**src/rtl/lpc_ram.sv**
```systemverilog
// ----------------------------------------------------------------------------
// lpc_ram
// Simple dual-port synchronous RAM, one write and one registered read port.
// ----------------------------------------------------------------------------
module lpc_ram #(
    parameter int WIDTH = 8,
    parameter int DEPTH = 16
) (
    input  logic                     i_clk,
    input  logic                     i_we,
    input  logic [$clog2(DEPTH)-1:0] i_waddr,
    input  logic [WIDTH-1:0]         i_wdata,
    input  logic [$clog2(DEPTH)-1:0] i_raddr,
    output logic [WIDTH-1:0]         o_rdata
);

    logic [WIDTH-1:0] r_mem [DEPTH];
    logic [WIDTH-1:0] r_rdata;

    always_ff @(posedge i_clk) begin
        if (i_we) begin
            r_mem[i_waddr] <= i_wdata;
        end
        r_rdata <= r_mem[i_raddr];
    end

    assign o_rdata = r_rdata;

endmodule
```
**config.mk**
```make
export PLATFORM = sky130hd
export DESIGN_NAME = lpc_ram
export DESIGN_NICKNAME = d
export VERILOG_FILES = /design/src/rtl/lpc_ram.sv
export SDC_FILE = /design/constraint.sdc
export NUM_CORES = 1
export LEC_CHECK = 0
export BUFFER_PORTS_ARGS = -buffer_cell sky130_fd_sc_hd__buf_4
export CAP_MARGIN = 10
export CORE_MARGIN = 3
export CORE_UTILIZATION = 50
export DETAILED_ROUTE_END_ITERATION = 10
export GPL_ROUTABILITY_DRIVEN = 1
export HOLD_SLACK_MARGIN = 0.12
export PLACE_DENSITY = 0.81
export SLEW_MARGIN = 15
export SYNTH_ARGS = -nofsm -noshare
export SYNTH_HDL_FRONTEND = slang
export SYNTH_SLANG_ARGS = --single-unit
```
**constraint.sdc**
```tcl
create_clock -name i_clk -period 2.28 [get_ports i_clk]
set_input_delay 0.684 -clock i_clk [delete_from_list [all_inputs] [get_ports i_clk]]
set_output_delay 0.684 -clock i_clk [all_outputs]
set_load 0.1 [all_outputs]
```
=== Word-level counts from Yosys, hierarchy flattened ===
Memories as Yosys holds them, arrays and structs flattened. A register that Yosys moved wholly into a read port is not among the register bits.
Index checks and enable logic that the tools add are counted.

* $add $sub $neg: 0
* Multipliers: 0
* Divide/modulo/power cells: 0
* $lt $le $gt $ge: 0
* Eq/ne operators: 0
* Shift operators: 0
* Mux-type cells: 2
* Bitwise operators: 0
* Reductions and logical operators: 0

{| class="wikitable"
|+ Operator list
! operator !! count
|-
| $mux W1 || 2
|}

* Bits in registers: 0
* Bits in latches: 0
* RAM bits: 128
* ROM bits: 0
* Input port bits: 18
* Output and inout bits: 8
* Logic and storage cells: 3
* Memories: 1

{| class="wikitable"
|+ Memories
! name !! depth !! width !! rd ports !! clocked after memory_dff !! wr ports !! RTL line !! text
|-
| r_mem || 16 || 8 || 1 || 1 || 1 || 17 || <nowiki>logic [WIDTH-1:0] r_mem [DEPTH];</nowiki>
|}

=== Depth between registers and ports, before layout ===
* Word-level depth: 2
* Gate-level depth with buffers: 5
* Depth with buffers taken out: 3

=== Worst setup path after synthesis ===
OpenSTA, ideal clock, no wires.

* Path kind: input -> register
* Start point: input i_waddr[2]
* End point: memory r_mem[0][0] (enable)
* Library setup time: 0.383 ns
* Arrival time: 1.794 ns
* Data required time: 1.897 ns
* Setup slack: 0.103 ns
* Stages: 2
* Path buffers: 0
* Cell sequence: or3b_2 -> nor3_1

{| class="wikitable"
|+ RTL lines
! item !! RTL line !! text
|-
| start: declaration || 11 || <nowiki>input logic [$clog2(DEPTH)-1:0] i_waddr,</nowiki>
|-
| end: declaration || 17 ||
|}

No word-level cell before the write port.

=== Worst setup path after layout ===
* Start point: register r_rdata[5], in the netlist o_rdata[5], read port of r_mem
* End point: output o_rdata[5]

{| class="wikitable"
|+ RTL lines
! item !! RTL line !! text
|-
| start: declaration || 18 || <nowiki>logic [WIDTH-1:0] r_rdata;</nowiki>
|-
| end: declaration || 14 || <nowiki>output logic [WIDTH-1:0] o_rdata</nowiki>
|}

No word-level cell between the ends.

==> flow_metrics.py <==
metrics = {
    "synth": {
        "yosys.area_share.adder": 0,
        "synth-compound-area-share": 0.0233,
        "synth.area.mux_share": 0.150,
        "syn_area_per_cell_um2": 22.5,
        "synth_warnings": 0,
        "synth_top_area_cell": "edfxtp_1",
        "yosysSeqAreaShare": 0.778,
        "synthXorXnorAreaFrac": 0,
        "syn_nets": 247,
        "synth_top_area_share": 0.747,
        "synth-simple-area-share": 0.0318,
        "synth_top_family_by_area": "multiplexers",
        "ys_ff_latch": 136,
        "synthCells": 229,
        "synth_area_mm2": 0.00515,
        "netlist_top_cells_area": "edfxtp_1 75%, mux4_2 7.9%, mux4_1 7.1%",
        "ys_types": 19,
    },
    "placement": {
        "place.detailed.hpwl_mm": 6.31,
        "dpl_cell_area_mm2": 0.00561,
        "port_buffers": 25,
        "gp_congestion": 0.808,
    },
    "routing": {
        "dr.first_iter.drc_count": 263,
        "drt_wl_total_mm": 10.1,
        "vias": 2527,
        "drtAntennaViolNets": 0,
        "drt_drc_violations_left": 0,
        "dr.pass1.iters": 5,
        "wire_per_inst_um": 23.4,
        "viasPerCell": 5.88,
    },
    "floorplanning": {
        "die_h_um": 107,
        "core_mm2": 0.00991,
        "die_width_um": 107,
        "num_rows": 36,
        "die_area_mm2": 0.0115,
        "start_util": 0.519,
        "ios": 26,
    },
    "timing": {
        "drv_slew": 0,
        "finalSetupViolations": 0,
        "fin_skew_ns": 0.00423,
        "tightest_slew_ns": 0.373,
        "min_period_ns": 1.87,
        "maxSlewHeadroom": 0.751,
        "hold_viol_final": 0,
        "rsz0062_at_grt": "false",
        "post-route-period-util": 0.822,
        "fmax_mhz": 534,
    },
    "layout": {
        "synthToLayoutAreaGrowth_pct": 19.8,
        "post-route-util": 0.622,
        "n_antenna_cell": 0,
        "design_area_mm2": 0.00617,
        "final_nets": 302,
        "layout-drive-gt1-share": 0.313,
        "final_common_cell": "edfxtp_1",
        "layout.cells.most_common_list": "128 x edfxtp_1, 43 x buf_4, 18 x mux4_2, 16 x a22oi_1, 16 x clkbuf_16",
    },
    "setup_path": {
        "cp.arrival_ns": 1.19,
        "worst-path-buf-inv": 1,
        "critPathMaxStageDelay_ns": 0.36,
        "crit_path_end_kind": "output pin",
        "path_class": "reg2out",
        "worstPathMaxFanout": 1,
        "crit_chain": "buf_4",
        "slowest_stage": "dfxtp_1",
        "cp_top_family": "flip-flops",
        "critPathLaunchType": "register",
        "required_ns": 1.60,
        "r2r_slack_ns": 0.87,
    },
    "grt": {
        "grt_pass1_wl_mm": 15.4,
        "grt_pass1_vias": 2534,
        "grt_max_degree": 26,
        "grt.total_usage": 0.193,
        "overflow": 0,
        "antenna_found_initial": 0,
    },
    "clock_tree": {
        "cts_buffers": 17,
        "ctsHoldBuffers": 0,
        "cts_tree": "built",
        "cts_max_level": 4,
        "cts_resized": 0,
        "cts.sink_count": 136,
        "postCtsSetupRepairBufs": 0,
        "root_buffer": "clkbuf_8",
        "path_clk_slew_ns": 0.06,
        "cts_max_path_buffers": 2,
        "clk_latency_ns": 0.52,
    },
    "pwr": {
        "combPwrFrac": 0.070,
        "p_leak_nw": 2.11,
        "intPower_w": 0.00453,
        "pwr-share-seq": 0.489,
        "p_sw_w": 0.00123,
        "pwr-share-clk": 0.441,
        "cellPowerDensity_mw_per_mm2": 934,
        "ir_drop_uv": 509,
        "swShare": 0.213,
    },
    "outcome": {
        "status": "finished clean",
    },
    "flow_run": {
        "maxCapViolCount": 0,
    },
    "hold_path": {
        "hp-class": "in2reg",
    },
}
==> logic make-up after synthesis <==
group / after synthesis
DFF: 136
and+or+nand+nor: 35
muxes: 32
AOI/OAI and AO/OA: 16
buffers and inverters: 10
==> worst paths after layout <==
kind                                        startpoint                     end  cells after the start
worst max register to register   r_mem[5][0]$_DFFE_PP_      o_rdata[0]$_DFF_P_                      3
worst min-delay path                        i_wdata[5]  r_mem[13][5]$_DFFE_PP_                      1
worst min register to register  r_mem[15][5]$_DFFE_PP_      o_rdata[5]$_DFF_P_                      3
worst max-delay path                o_rdata[5]$_DFF_P_              o_rdata[5]                      1
==> sequential cells by signal (all words and copies together) (netlist names) <==
| name | cells |
|---|---|
| o_rdata | 8 |
| r_mem | 128 |
==> through the flow <==
| step | power (W) | hold WS, ns | setup TNS [ns] | instances | setup slack (ns) |
|---|---|---|---|---|---|
| global route | 0.00595 | 0.455 | 0 | 430 | 0.361 |
| floorplan | 0.00312 | 0.629 | 0 | 229 | 0.103 |
| global placement | 0.00326 | 0.662 | 0 | 398 | 0.0224 |
| finish | 0.00576 | 0.463 | 0 | 430 | 0.406 |
| detailed placement | 0.00327 | 0.675 | -0.0138 | 398 | -0.0138 |
| CTS | 0.00581 | 0.437 | 0 | 430 | 0.377 |
==> final cells by class <==
cell class / instances / area [µm²]
Sequential cell: 136 / 4000
Timing Repair Buffer: 46 / 383
Fill cell: 692 / 3740
Multi-Input combinational cell: 83 / 1060
Tap cell: 133 / 166
Clock buffer: 23 / 457
Clock inverter: 9 / 100
==> power by group through the flow <==
stage	combinational [W]	clock, W	sequential [W]
2_1_floorplan	0.000142	0	0.00298
3_3_place_gp	0.000396	0	0.00286
3_5_place_dp	0.000405	0	0.00287
4_1_cts	0.000408	0.00259	0.00282
5_1_grt	0.000424	0.00271	0.00282
6_report	0.000404	0.00254	0.00281
==> Yosys cell counts <==
master and number:
nor2b_1 1, buf_4 1, buf_2 3, nor3_1 4
nand3b_1 2, and2b_1 1, edfxtp_1 128, and2_1 1
nor2_1 13, buf_6 3, nand2b_1 2, clkdlybuf4s25_2 3
a22oi_1 16, nand2_1 9, dfxtp_1 8, or3b_2 1
nand3_1 1, mux4_2 18, mux4_1 14
==> routing by layer <==
metal / track usage / part of all wire
met2: 0.298 / 0.50
met1: 0.263 / 0.41
met5: 0 / 0
met3: 0.0576 / 0.067
met4: 0.0730 / 0.018
(Power assumes the default switching activity.)
